<file path="src/design/pqmf_pkg.sv">
// ----------------------------------------------------------------------------
// PQMF synthesis package
// Shared sizes, item types, back-end states and the synthesis tap table.
// ----------------------------------------------------------------------------
package pqmf_pkg;

  localparam int SUBBANDS       = 4;
  localparam int FILTER_TAPS    = 63;
  localparam int HISTORY_FRAMES = 16;
  localparam int MAX_RESULTS    = 34;
  localparam int CENTER         = (FILTER_TAPS - 1) / 2;
  localparam int SEEN_MAX       = 15;

  localparam int SAMPLE_W  = 16;
  localparam int TAP_W     = 16;
  localparam int PROD_W    = SAMPLE_W + TAP_W;
  localparam int ACC_W     = PROD_W + $clog2(SUBBANDS) + $clog2(SUBBANDS * HISTORY_FRAMES) + 1;
  localparam int OUT_FRAC  = 15;
  localparam int Y_W       = ACC_W - OUT_FRAC;
  localparam int SAMPLE_MAX = 32767;
  localparam int SAMPLE_MIN = -32768;
  localparam int ROUND_HALF = 16384;

  localparam int SLOT_W    = $clog2(HISTORY_FRAMES);
  localparam int SEEN_W    = $clog2(SEEN_MAX + 1);
  localparam int BAND_W    = $clog2(SUBBANDS);
  localparam int TAPIDX_W  = $clog2(FILTER_TAPS);
  localparam int SPAN_W    = TAPIDX_W + 1;
  localparam int E_RAW_W   = $clog2(CENTER + SUBBANDS * SEEN_MAX + 1);
  localparam int CNT_W     = $clog2(MAX_RESULTS + 1);
  localparam int ROM_IDX_W = $clog2(SUBBANDS * FILTER_TAPS);

  localparam int JOB_DEPTH  = 2;
  localparam int JOB_PTR_W  = $clog2(JOB_DEPTH);
  localparam int JOB_CNT_W  = $clog2(JOB_DEPTH + 1);
  localparam int RES_DEPTH  = 2;
  localparam int RES_PTR_W  = $clog2(RES_DEPTH);
  localparam int RES_CNT_W  = $clog2(RES_DEPTH + 1);

  typedef logic signed [SAMPLE_W-1:0] sample_t;
  typedef sample_t [SUBBANDS-1:0] frame_t;

  typedef struct packed {
    frame_t                samples;
    logic                  final_frame;
    logic [SLOT_W-1:0]     slot;
    logic [TAPIDX_W-1:0]   e_start;
    logic [CNT_W-1:0]      count;
  } job_t;

  typedef struct packed {
    sample_t audio_sample;
    logic    clipped;
    logic    stream_end;
  } result_t;

  typedef enum logic [2:0] {
    BK_IDLE,
    BK_LOAD,
    BK_MAC,
    BK_DRAIN,
    BK_EMIT
  } back_state_e;

  typedef logic [SUBBANDS*FILTER_TAPS*TAP_W-1:0] tap_rom_t;

  // Half of the symmetric prototype, units of 2^-24.
  function automatic int proto_half(input int m);
    case (m)
      0:  return 140;
      1:  return 450;
      2:  return 848;
      3:  return 1029;
      4:  return 462;
      5:  return -1448;
      6:  return -5021;
      7:  return -9872;
      8:  return -14547;
      9:  return -16490;
      10: return -12536;
      11: return 0;
      12: return 21811;
      13: return 50130;
      14: return 77948;
      15: return 94538;
      16: return 87675;
      17: return 47395;
      18: return -29469;
      19: return -135237;
      20: return -249347;
      21: return -339579;
      22: return -367053;
      23: return -294461;
      24: return -95878;
      25: return 234298;
      26: return 675868;
      27: return 1182830;
      28: return 1689573;
      29: return 2122374;
      30: return 2413789;
      31: return 2516582;
      default: return 0;
    endcase
  endfunction

  // Quarter wave of cos(j*pi/32), units of 2^-16.
  function automatic int cos_quarter(input int j);
    case (j)
      0:  return 65536;
      1:  return 65220;
      2:  return 64277;
      3:  return 62714;
      4:  return 60547;
      5:  return 57798;
      6:  return 54491;
      7:  return 50660;
      8:  return 46341;
      9:  return 41576;
      10: return 36410;
      11: return 30893;
      12: return 25080;
      13: return 19024;
      14: return 12785;
      15: return 6424;
      default: return 0;
    endcase
  endfunction

  function automatic int proto_at(input int n);
    int m;
    m = n - CENTER + 31;
    if (m < 0 || m > 62) begin
      return 0;
    end
    if (m > 31) begin
      m = 62 - m;
    end
    return proto_half(m);
  endfunction

  function automatic int cos_at(input int q_in);
    int q;
    q = q_in & 63;
    if (q <= 16) begin
      return cos_quarter(q);
    end
    if (q <= 32) begin
      return -cos_quarter(32 - q);
    end
    if (q <= 48) begin
      return -cos_quarter(q - 32);
    end
    return cos_quarter(64 - q);
  endfunction

  // Tap table, signed Q0.16, evaluated at elaboration.
  function automatic tap_rom_t build_tap_rom();
    tap_rom_t rom;
    int       k;
    int       n;
    int       sgn;
    int       ph;
    int       pm;
    int       q;
    longint   prod;
    longint   mag;
    longint   rnd;
    rom = '0;
    for (k = 0; k < SUBBANDS; k++) begin
      for (n = 0; n < FILTER_TAPS; n++) begin
        sgn  = ((k & 1) != 0) ? -1 : 1;
        ph   = 2 * (2 * k + 1) * (n - CENTER) - sgn * SUBBANDS;
        pm   = ((ph % (8 * SUBBANDS)) + 8 * SUBBANDS) % (8 * SUBBANDS);
        q    = (pm * 8 + SUBBANDS / 2) / SUBBANDS;
        prod = longint'(proto_at(n)) * longint'(cos_at(q));
        mag  = (prod < 0) ? -prod : prod;
        rnd  = (mag + (longint'(1) <<< 23)) >>> 24;
        if (prod < 0) begin
          rnd = -rnd;
        end
        rom[(k * FILTER_TAPS + n) * TAP_W +: TAP_W] = TAP_W'(rnd);
      end
    end
    return rom;
  endfunction

  localparam tap_rom_t TAP_ROM = build_tap_rom();

endpackage

</file>
<file path="src/design/pqmf_front.sv">
// ----------------------------------------------------------------------------
// PQMF front end
// Accepts frames, assigns history slots and works out which outputs each
// frame releases.
// ----------------------------------------------------------------------------
module pqmf_front (
  input  logic             clk_i,
  input  logic             rst_ni,
  input  logic             push_i,
  input  pqmf_pkg::frame_t frame_i,
  input  logic             final_frame_i,
  input  logic             job_full_i,
  output logic             full_o,
  output logic             job_push_o,
  output pqmf_pkg::job_t   job_o
);
  import pqmf_pkg::*;

  logic [SLOT_W-1:0]   write_slot_q, write_slot_d;
  logic [SEEN_W-1:0]   frames_seen_q, frames_seen_d;
  logic [E_RAW_W-1:0]  e_raw;
  logic [TAPIDX_W-1:0] e_first;
  logic [TAPIDX_W-1:0] e_last;
  logic [SPAN_W-1:0]   span;
  logic [CNT_W-1:0]    n_out;

  assign full_o     = job_full_i;
  assign job_push_o = push_i && !job_full_i;

  // Outputs run from the newest position the history reaches down to the
  // end of this frame, or to the end of the zero tail on the last frame.
  always_comb begin
    e_raw   = E_RAW_W'(CENTER) + E_RAW_W'(SUBBANDS) * E_RAW_W'(frames_seen_q);
    e_first = (e_raw > E_RAW_W'(2 * CENTER)) ? TAPIDX_W'(2 * CENTER)
                                             : e_raw[TAPIDX_W-1:0];
    e_last  = final_frame_i ? TAPIDX_W'(CENTER - SUBBANDS + 1)
                            : TAPIDX_W'(2 * CENTER - SUBBANDS + 1);
    if (e_first >= e_last) begin
      span = {1'b0, e_first} - {1'b0, e_last} + SPAN_W'(1);
    end else begin
      span = '0;
    end
    n_out = (span > SPAN_W'(MAX_RESULTS)) ? CNT_W'(MAX_RESULTS) : CNT_W'(span);
  end

  always_comb begin
    job_o.samples     = frame_i;
    job_o.final_frame = final_frame_i;
    job_o.slot        = write_slot_q;
    job_o.e_start     = e_first;
    job_o.count       = n_out;
  end

  always_comb begin
    write_slot_d  = write_slot_q;
    frames_seen_d = frames_seen_q;
    if (job_push_o) begin
      if (final_frame_i) begin
        write_slot_d  = '0;
        frames_seen_d = '0;
      end else begin
        write_slot_d  = (write_slot_q == SLOT_W'(HISTORY_FRAMES - 1)) ? '0
                                                                      : write_slot_q + 1'b1;
        frames_seen_d = (frames_seen_q == SEEN_W'(SEEN_MAX)) ? frames_seen_q
                                                              : frames_seen_q + 1'b1;
      end
    end
  end

  always_ff @(posedge clk_i or negedge rst_ni) begin
    if (!rst_ni) begin
      write_slot_q  <= '0;
      frames_seen_q <= '0;
    end else begin
      write_slot_q  <= write_slot_d;
      frames_seen_q <= frames_seen_d;
    end
  end

endmodule

</file>
<file path="src/design/pqmf_job_queue.sv">
// ----------------------------------------------------------------------------
// PQMF job queue
// Short queue of classified frames between the front and back ends.
// ----------------------------------------------------------------------------
module pqmf_job_queue (
  input  logic           clk_i,
  input  logic           rst_ni,
  input  logic           push_i,
  input  pqmf_pkg::job_t data_i,
  input  logic           pop_i,
  output logic           full_o,
  output logic           empty_o,
  output pqmf_pkg::job_t data_o
);
  import pqmf_pkg::*;

  job_t                 slots_q [JOB_DEPTH];
  logic [JOB_PTR_W-1:0] wr_ptr_q, wr_ptr_d;
  logic [JOB_PTR_W-1:0] rd_ptr_q, rd_ptr_d;
  logic [JOB_CNT_W-1:0] fill_q, fill_d;
  logic                 do_push;
  logic                 do_pop;

  assign full_o  = (fill_q == JOB_CNT_W'(JOB_DEPTH));
  assign empty_o = (fill_q == '0);
  assign do_push = push_i && !full_o;
  assign do_pop  = pop_i && !empty_o;
  assign data_o  = slots_q[rd_ptr_q];

  always_comb begin
    wr_ptr_d = wr_ptr_q;
    rd_ptr_d = rd_ptr_q;
    fill_d   = fill_q;
    if (do_push) begin
      wr_ptr_d = (wr_ptr_q == JOB_PTR_W'(JOB_DEPTH - 1)) ? '0 : wr_ptr_q + 1'b1;
    end
    if (do_pop) begin
      rd_ptr_d = (rd_ptr_q == JOB_PTR_W'(JOB_DEPTH - 1)) ? '0 : rd_ptr_q + 1'b1;
    end
    case ({do_push, do_pop})
      2'b10:   fill_d = fill_q + 1'b1;
      2'b01:   fill_d = fill_q - 1'b1;
      default: fill_d = fill_q;
    endcase
  end

  always_ff @(posedge clk_i or negedge rst_ni) begin
    if (!rst_ni) begin
      wr_ptr_q <= '0;
      rd_ptr_q <= '0;
      fill_q   <= '0;
    end else begin
      wr_ptr_q <= wr_ptr_d;
      rd_ptr_q <= rd_ptr_d;
      fill_q   <= fill_d;
    end
  end

  always_ff @(posedge clk_i) begin
    if (do_push) begin
      slots_q[wr_ptr_q] <= data_i;
    end
  end

endmodule

</file>
<file path="src/design/pqmf_back.sv">
// ----------------------------------------------------------------------------
// PQMF back end
// Holds the frame history and runs one multiply-accumulate per cycle, while in
// its MAC state, over history rows and bands for each output sample.
// ----------------------------------------------------------------------------
module pqmf_back (
  input  logic              clk_i,
  input  logic              rst_ni,
  input  logic              job_empty_i,
  input  pqmf_pkg::job_t    job_i,
  output logic              job_pop_o,
  input  logic              res_full_i,
  output logic              res_push_o,
  output pqmf_pkg::result_t res_o
);
  import pqmf_pkg::*;

  back_state_e state_q, state_d;

  frame_t hist_mem [HISTORY_FRAMES];
  logic                      mem_we;
  logic                      rd_en;
  logic [SLOT_W-1:0]         rd_addr;
  frame_t                    row_q;
  logic                      row_ok_q;

  logic [HISTORY_FRAMES-1:0] valid_q, valid_d;
  logic [SLOT_W-1:0]         slot_q, slot_d;
  logic                      fin_q, fin_d;
  logic [TAPIDX_W-1:0]       e_q, e_d;
  logic [CNT_W-1:0]          left_q, left_d;
  logic [TAPIDX_W-1:0]       j_q, j_d;
  logic [SLOT_W-1:0]         rd_slot_q, rd_slot_d;
  logic [SLOT_W-1:0]         r_q, r_d;
  logic [BAND_W-1:0]         k_q, k_d;
  logic signed [PROD_W-1:0]  prod_q, prod_d;
  logic                      prod_ok_q, prod_ok_d;
  logic signed [ACC_W-1:0]   acc_q, acc_d;

  logic [ROM_IDX_W-1:0]      tap_idx;
  logic signed [TAP_W-1:0]   tap_val;
  logic signed [ACC_W-1:0]   rnd;
  logic signed [Y_W-1:0]     y;

  assign tap_idx = ROM_IDX_W'(int'(k_q) * FILTER_TAPS + int'(j_q));
  assign tap_val = $signed(TAP_ROM[int'(tap_idx) * TAP_W +: TAP_W]);

  // Round half up, then saturate.
  always_comb begin
    rnd = acc_q + ACC_W'(ROUND_HALF);
    y   = $signed(rnd[ACC_W-1:OUT_FRAC]);
    res_o.stream_end = fin_q && (left_q == CNT_W'(1));
    if (y > Y_W'(SAMPLE_MAX)) begin
      res_o.audio_sample = SAMPLE_W'(SAMPLE_MAX);
      res_o.clipped      = 1'b1;
    end else if (y < Y_W'(SAMPLE_MIN)) begin
      res_o.audio_sample = SAMPLE_W'(SAMPLE_MIN);
      res_o.clipped      = 1'b1;
    end else begin
      res_o.audio_sample = y[SAMPLE_W-1:0];
      res_o.clipped      = 1'b0;
    end
  end

  always_comb begin
    state_d    = state_q;
    job_pop_o  = 1'b0;
    res_push_o = 1'b0;
    mem_we     = 1'b0;
    rd_en      = 1'b0;
    rd_addr    = rd_slot_q;
    valid_d    = valid_q;
    slot_d     = slot_q;
    fin_d      = fin_q;
    e_d        = e_q;
    left_d     = left_q;
    j_d        = j_q;
    rd_slot_d  = rd_slot_q;
    r_d        = r_q;
    k_d        = k_q;
    prod_d     = prod_q;
    prod_ok_d  = 1'b0;
    acc_d      = prod_ok_q ? acc_q + ACC_W'(prod_q) * ACC_W'(SUBBANDS) : acc_q;

    case (state_q)
      BK_IDLE: begin
        if (!job_empty_i) begin
          job_pop_o = 1'b1;
          mem_we    = 1'b1;
          slot_d    = job_i.slot;
          fin_d     = job_i.final_frame;
          e_d       = job_i.e_start;
          left_d    = job_i.count;
          if (job_i.count == '0) begin
            valid_d = job_i.final_frame ? '0 : (valid_q | (HISTORY_FRAMES'(1) << job_i.slot));
          end else begin
            valid_d[job_i.slot] = 1'b1;
            state_d = BK_LOAD;
          end
        end
      end
      BK_LOAD: begin
        // Start a new output at the newest frame.
        rd_en     = 1'b1;
        rd_addr   = slot_q;
        rd_slot_d = slot_q;
        j_d       = e_q;
        r_d       = '0;
        k_d       = '0;
        acc_d     = '0;
        state_d   = BK_MAC;
      end
      BK_MAC: begin
        if (row_ok_q) begin
          prod_d = tap_val * $signed(row_q[k_q]);
        end else begin
          prod_d = '0;
        end
        prod_ok_d = 1'b1;
        if (k_q == BAND_W'(SUBBANDS - 1)) begin
          k_d = '0;
          if (j_q >= TAPIDX_W'(SUBBANDS) && r_q != SLOT_W'(HISTORY_FRAMES - 1)) begin
            // Fetch the next older frame while the last band finishes.
            rd_en     = 1'b1;
            rd_addr   = (rd_slot_q == '0) ? SLOT_W'(HISTORY_FRAMES - 1) : rd_slot_q - 1'b1;
            rd_slot_d = rd_addr;
            j_d       = j_q - TAPIDX_W'(SUBBANDS);
            r_d       = r_q + 1'b1;
          end else begin
            state_d = BK_DRAIN;
          end
        end else begin
          k_d = k_q + 1'b1;
        end
      end
      BK_DRAIN: begin
        state_d = BK_EMIT;
      end
      BK_EMIT: begin
        if (!res_full_i) begin
          res_push_o = 1'b1;
          left_d     = left_q - 1'b1;
          e_d        = e_q - 1'b1;
          if (left_q == CNT_W'(1)) begin
            if (fin_q) begin
              valid_d = '0;
            end
            state_d = BK_IDLE;
          end else begin
            state_d = BK_LOAD;
          end
        end
      end
      default: begin
        state_d = BK_IDLE;
      end
    endcase
  end

  always_ff @(posedge clk_i or negedge rst_ni) begin
    if (!rst_ni) begin
      state_q   <= BK_IDLE;
      valid_q   <= '0;
      prod_ok_q <= 1'b0;
      left_q    <= '0;
      fin_q     <= 1'b0;
    end else begin
      state_q   <= state_d;
      valid_q   <= valid_d;
      prod_ok_q <= prod_ok_d;
      left_q    <= left_d;
      fin_q     <= fin_d;
    end
  end

  always_ff @(posedge clk_i) begin
    slot_q    <= slot_d;
    e_q       <= e_d;
    j_q       <= j_d;
    rd_slot_q <= rd_slot_d;
    r_q       <= r_d;
    k_q       <= k_d;
    prod_q    <= prod_d;
    acc_q     <= acc_d;
  end

  // History memory: one row write, one registered row read.
  always_ff @(posedge clk_i) begin
    if (mem_we) begin
      hist_mem[job_i.slot] <= job_i.samples;
    end
    if (rd_en) begin
      row_q    <= hist_mem[rd_addr];
      row_ok_q <= valid_q[rd_addr];
    end
  end

`ifndef NO_ASSERTIONS
  a_tap_in_range: assert property (@(posedge clk_i) disable iff (!rst_ni)
    (state_q == BK_MAC) |-> (j_q <= TAPIDX_W'(2 * CENTER)))
    else $error("tap index beyond filter length");

  a_flush_clears: assert property (@(posedge clk_i) disable iff (!rst_ni)
    (res_push_o && fin_q && (left_q == CNT_W'(1))) |=> (valid_q == '0))
    else $error("history not cleared after stream end");

  a_row_marked: assert property (@(posedge clk_i) disable iff (!rst_ni)
    (job_pop_o && !job_i.final_frame) |=> valid_q[slot_q])
    else $error("new frame row not marked valid");

  a_busy_has_work: assert property (@(posedge clk_i) disable iff (!rst_ni)
    (state_q != BK_IDLE) |-> (left_q != '0))
    else $error("back end busy with no outputs left");
`endif

endmodule

</file>
<file path="src/design/pqmf_result_queue.sv">
// ----------------------------------------------------------------------------
// PQMF result queue
// Output buffer that lets the back end run on while a word waits.
// ----------------------------------------------------------------------------
module pqmf_result_queue (
  input  logic              clk_i,
  input  logic              rst_ni,
  input  logic              push_i,
  input  pqmf_pkg::result_t data_i,
  input  logic              pop_i,
  output logic              full_o,
  output logic              empty_o,
  output pqmf_pkg::result_t data_o
);
  import pqmf_pkg::*;

  result_t              slots_q [RES_DEPTH];
  logic [RES_PTR_W-1:0] wr_ptr_q, wr_ptr_d;
  logic [RES_PTR_W-1:0] rd_ptr_q, rd_ptr_d;
  logic [RES_CNT_W-1:0] fill_q, fill_d;
  logic                 do_push;
  logic                 do_pop;

  assign full_o  = (fill_q == RES_CNT_W'(RES_DEPTH));
  assign empty_o = (fill_q == '0);
  assign do_push = push_i && !full_o;
  assign do_pop  = pop_i && !empty_o;
  assign data_o  = slots_q[rd_ptr_q];

  always_comb begin
    wr_ptr_d = wr_ptr_q;
    rd_ptr_d = rd_ptr_q;
    fill_d   = fill_q;
    if (do_push) begin
      wr_ptr_d = (wr_ptr_q == RES_PTR_W'(RES_DEPTH - 1)) ? '0 : wr_ptr_q + 1'b1;
    end
    if (do_pop) begin
      rd_ptr_d = (rd_ptr_q == RES_PTR_W'(RES_DEPTH - 1)) ? '0 : rd_ptr_q + 1'b1;
    end
    case ({do_push, do_pop})
      2'b10:   fill_d = fill_q + 1'b1;
      2'b01:   fill_d = fill_q - 1'b1;
      default: fill_d = fill_q;
    endcase
  end

  always_ff @(posedge clk_i or negedge rst_ni) begin
    if (!rst_ni) begin
      wr_ptr_q <= '0;
      rd_ptr_q <= '0;
      fill_q   <= '0;
    end else begin
      wr_ptr_q <= wr_ptr_d;
      rd_ptr_q <= rd_ptr_d;
      fill_q   <= fill_d;
    end
  end

  always_ff @(posedge clk_i) begin
    if (do_push) begin
      slots_q[wr_ptr_q] <= data_i;
    end
  end

endmodule

</file>
<file path="src/design/pqmf_synthesis_filterbank_unit.sv">
// ----------------------------------------------------------------------------
// PQMF synthesis filterbank, four bands
// A single multiply-accumulate sets the pace, working band by band over each
// history row, up to 16 rows per output; a regular frame releases up to
// 4 outputs and a final frame flushes up to 34. Frames wait in the job
// queue while the back end is busy.
// Reset clears the history valid bits, slot and frame counters at once.
// ----------------------------------------------------------------------------
module pqmf_synthesis_filterbank_unit (
  input  logic                 clk_i,
  input  logic                 rst_ni,
  input  logic                 push,
  output logic                 full,
  input  logic signed [15:0]   band0_sample_i,
  input  logic signed [15:0]   band1_sample_i,
  input  logic signed [15:0]   band2_sample_i,
  input  logic signed [15:0]   band3_sample_i,
  input  logic                 final_frame_i,
  output logic                 empty,
  input  logic                 pop,
  output logic signed [15:0]   audio_sample_o,
  output logic                 clipped_o,
  output logic                 stream_end_o
);
  import pqmf_pkg::*;

  frame_t  frame;
  job_t    front_job;
  job_t    back_job;
  logic    job_push;
  logic    job_pop;
  logic    job_full;
  logic    job_empty;
  result_t back_res;
  result_t out_res;
  logic    res_push;
  logic    res_full;

  always_comb begin
    frame[0] = band0_sample_i;
    frame[1] = band1_sample_i;
    frame[2] = band2_sample_i;
    frame[3] = band3_sample_i;
  end

  pqmf_front u_front (
    .clk_i        (clk_i),
    .rst_ni       (rst_ni),
    .push_i       (push),
    .frame_i      (frame),
    .final_frame_i(final_frame_i),
    .job_full_i   (job_full),
    .full_o       (full),
    .job_push_o   (job_push),
    .job_o        (front_job)
  );

  pqmf_job_queue u_job_queue (
    .clk_i  (clk_i),
    .rst_ni (rst_ni),
    .push_i (job_push),
    .data_i (front_job),
    .pop_i  (job_pop),
    .full_o (job_full),
    .empty_o(job_empty),
    .data_o (back_job)
  );

  pqmf_back u_back (
    .clk_i      (clk_i),
    .rst_ni     (rst_ni),
    .job_empty_i(job_empty),
    .job_i      (back_job),
    .job_pop_o  (job_pop),
    .res_full_i (res_full),
    .res_push_o (res_push),
    .res_o      (back_res)
  );

  pqmf_result_queue u_result_queue (
    .clk_i  (clk_i),
    .rst_ni (rst_ni),
    .push_i (res_push),
    .data_i (back_res),
    .pop_i  (pop),
    .full_o (res_full),
    .empty_o(empty),
    .data_o (out_res)
  );

  assign audio_sample_o = out_res.audio_sample;
  assign clipped_o      = out_res.clipped;
  assign stream_end_o   = out_res.stream_end;

endmodule

</file>
<file path="config.mk">
export PLATFORM = sky130hd
export DESIGN_NAME = pqmf_synthesis_filterbank_unit
export DESIGN_NICKNAME = d
export VERILOG_FILES = /design/src/design/pqmf_pkg.sv /design/src/design/pqmf_front.sv /design/src/design/pqmf_job_queue.sv /design/src/design/pqmf_back.sv /design/src/design/pqmf_result_queue.sv /design/src/design/pqmf_synthesis_filterbank_unit.sv
export SDC_FILE = /design/constraint.sdc
export NUM_CORES = 2
export LEC_CHECK = 0
export BUFFER_PORTS_ARGS = -buffer_cell sky130_fd_sc_hd__buf_4
export CORE_MARGIN = 4
export CORE_UTILIZATION = 29
export CTS_CLUSTER_SIZE = 14
export DETAILED_ROUTE_END_ITERATION = 6
export GPL_ROUTABILITY_DRIVEN = 0
export PLACE_DENSITY = 0.5
export SKIP_LAST_GASP = 1
export SLEW_MARGIN = 20
export SYNTH_ARGS = -nofsm -noshare
export SYNTH_HDL_FRONTEND = slang
export SYNTH_HIERARCHICAL = 1
export SYNTH_SLANG_ARGS = --single-unit
export TNS_END_PERCENT = 10
</file>
<file path="constraint.sdc">
create_clock -name clk_i -period 12.85 [get_ports clk_i]
set_input_delay 2.57 -clock clk_i [delete_from_list [all_inputs] [get_ports clk_i]]
set_output_delay 2.57 -clock clk_i [all_outputs]
set_load 0.01 [all_outputs]
</file>
==> results.json <==
{
  "post-dp-hpwl_um": 130000,
  "vias": 46800,
  "yosys_warnings": 6,
  "die_area_um2": 262000,
  "coreArea_um2": 252000,
  "min_period_ns": 12.01,
  "cts.sinks": 1427,
  "drtIter0Drc": 4959,
  "grt_pass1_vias": 46900,
  "die_w_um": 511,
  "startpoint_type": "register",
  "drcViolationCount": 0,
  "r2r-end": "u_back/prod_q[31]",
  "grt_pass1_wl_um": 310000,
  "cp_max_fo": 68,
  "rows": 184,
  "die-height_um": 511,
  "start_util": 0.292,
  "ctsResizeCount": 0,
  "n_antenna_cell": 0,
  "synth_simple_gate_area_share": 0.116,
  "critical_path_class": "register to register",
  "status": "completed",
  "instances_no_fill": 9325,
  "syn_area_um2": 73500,
  "syn-num-nets": 6354,
  "finClkSkew_ns": 0.0274,
  "finalCritPeriodShare": 0.935,
  "antenna_found_initial": 4,
  "avgSynthCellArea_um2": 12.5,
  "critical_path.endpoint_type": "register",
  "setup_ws_ns": 0.838,
  "setup_viol": 0,
  "r2r-start": "u_back/k_q[0]",
  "postCtsHoldBufs": 0,
  "whs_ns": 0.477,
  "grt_usage": 0.155,
  "htree_levels": 4,
  "hold_end": "u_back/acc_q[7]",
  "clk_pin_slew_ns": 0.07,
  "hold_depth": 2,
  "synth_seq_cells": 1427,
  "synth_fa_ha_area_frac": 0.0975,
  "ctsRootBufferMaster": "clkbuf_16",
  "cp.required_ns": 13.41,
  "cts_tree": "done",
  "area_delta_synth_final_pct": 12.1,
  "drv_slew": 0,
  "crit_start": "u_back/k_q[0]",
  "viasPerCell": 5.02,
  "seq_area_frac_synth": 0.574,
  "met3_usage": 0.0277,
  "wl_per_cell_um": 22.3,
  "rsz0062_at_grt": "no",
  "synth_top_area_share": 0.548,
  "critical-path-max-stage-delay_ns": 1.29,
  "fin_nets": 6339,
  "firstDrtPassIters": 7,
  "clk_latency_ns": 0.81,
  "synth_xor_area_frac": 0.0122,
  "hold_start": "u_back/acc_q[7]",
  "setup_tns_ns": 0,
  "worst_r2r_path_depth": 40,
  "max_freq_ghz": 0.0833,
  "hp-class": "register to register",
  "cap_violations": 0,
  "max_slew_margin": 0.254,
  "reg2reg_slack_ns": 0.84,
  "crit_slowest_cell": "fa_4",
  "place_inst": 9037,
  "synth_edf_count": 1341,
  "drive_above_1_share": 0.119,
  "ant_nets": 0,
  "overflow": 0,
  "grt_util_met1": 0.200,
  "async_reset_ff_frac": 0.0301,
  "place_ws_ns": 1.02,
  "drt_wl_total_um": 208000,
  "io_pins": 89,
  "synth.area.top_cells": "edfxtp_1 (55%), fa_1 (7.1%), mux2i_1 (4.0%), nand2_1 (4.0%), ha_1 (2.7%)",
  "grt_max_degree": 130,
  "cts_buffers": 162,
  "busiest_layer": "met2",
  "arrival_ns": 12.57,
  "clk_path_buf_depth": 3,
  "worstMarginPinSlew_ns": 1.12,
  "synth_top_family_by_area": "simple AND/OR/NAND/NOR gates",
  "use_met2": 0.265,
  "post-cts-setup-buffers": 0,
  "synth_compound_area_frac": 0.0669,
  "synth_cells": 5868,
  "ys.flop_type": "edfxtp_1",
  "muxShareOfSynthArea": 0.0845,
  "yosysTopAreaCell": "edfxtp_1",
  "port_buffers": 88,
  "ys_types": 115,
  "finalHoldViolations": 0
}
## critical path, delay by kind of cell, from the launching register on
family                   cells  cell delay, ns
adder cells (fa/ha/maj)     10            5.38
AO/OA/AOI/OAI               12            3.03
AND/OR/NAND/NOR              9            1.62
buffers and inverters        9            1.33
flip-flops                   1            0.38
## synthesized netlist by cell type (64+ instances only)
| cell type | number |
|---|---|
| nor2_1 | 401 |
| inv_1 | 379 |
| nor3_1 | 77 |
| mux2i_1 | 297 |
| buf_4 | 105 |
| o21ai_0 | 158 |
| fa_1 | 260 |
| a21oi_1 | 259 |
| buf_2 | 97 |
| ha_1 | 157 |
| mux4_2 | 72 |
| clkbuf_1 | 134 |
| xnor2_1 | 64 |
| nand2_1 | 785 |
| nand4_1 | 77 |
| mux2_4 | 88 |
| nand3_1 | 334 |
| edfxtp_1 | 1341 |
## cell families (layout without fill, tap and decap cells)
logic type	count (synthesis)	in the layout
AOI/OAI and AO/OA	775	775
muxes	482	482
other	1	1
adders and majority gates	417	417
DFF	1427	1427
buffers and inverters	766	875
and+or+nand+nor	1901	1901
xor gates and xnor gates	99	99
## worst max path at each step
| stage | to | slack (ns) | cells past startpoint |
|---|---|---|---|
| after floorplan | u_back/prod_q[31] | 2.52 | 40 |
| after global placement | u_back/prod_q[31] | 0.93 | 40 |
| after detailed placement | u_back/prod_q[31] | 1.02 | 40 |
| after CTS | u_back/prod_q[31] | 1.01 | 40 |
| after global routing | u_back/prod_q[31] | 0.29 | 40 |
| final | u_back/prod_q[31] | 0.84 | 40 |
## cells in the final DEF, fill, tap and decap left out, types with 71 or more instances in the layout
cell type	instances
fa_1	259
edfxtp_1	1341
nor3_1	71
nand4_1	77
o21ai_0	150
buf_4	195
ha_1	157
inv_1	379
mux2_4	88
mux4_2	72
clkbuf_16	164
a21oi_1	259
nand2_1	785
nand3_1	334
mux2i_1	297
nor2_1	387
## through the flow
stage,area (um2),utilization
final,82400,0.327
after global routing,82400,0.327
after CTS,82400,0.327
after detailed placement,77400,0.307
after global placement,77400,0.307
after floorplan,73500,-
## per-layer routing
layer,part of all wire,vias to the layer above
met4,0.032,0
met2,0.49,1646
met5,0,-
met1,0.42,23700
met3,0.060,421
li1,-,21000
## flip-flops by register name, summed over array words and instances, names as in the netlist, 6 cells and up
signal and flops:
u_back/acc_q 39, u_back/e_q 6, u_back/hist_mem 1024, u_back/j_q 6, u_back/left_q 6, u_back/prod_q 32, u_back/row_q 64, u_back/valid_q 16
u_job_queue/slots_q 162, u_result_queue/slots_q 36
## final cells by class
type,count,area (um2)
timing repair buffer,198,1520
inverter,389,1470
sequential,1427,42200
tap,3348,4190
fill,25000,169000
clock inverter,78,716
clock buffer,210,4290
multi-input combinational,3675,28000
Power is left out: the tool's default activity adds up to more than one toggle a clock period on the data nets, which glitch-free logic cannot reach.
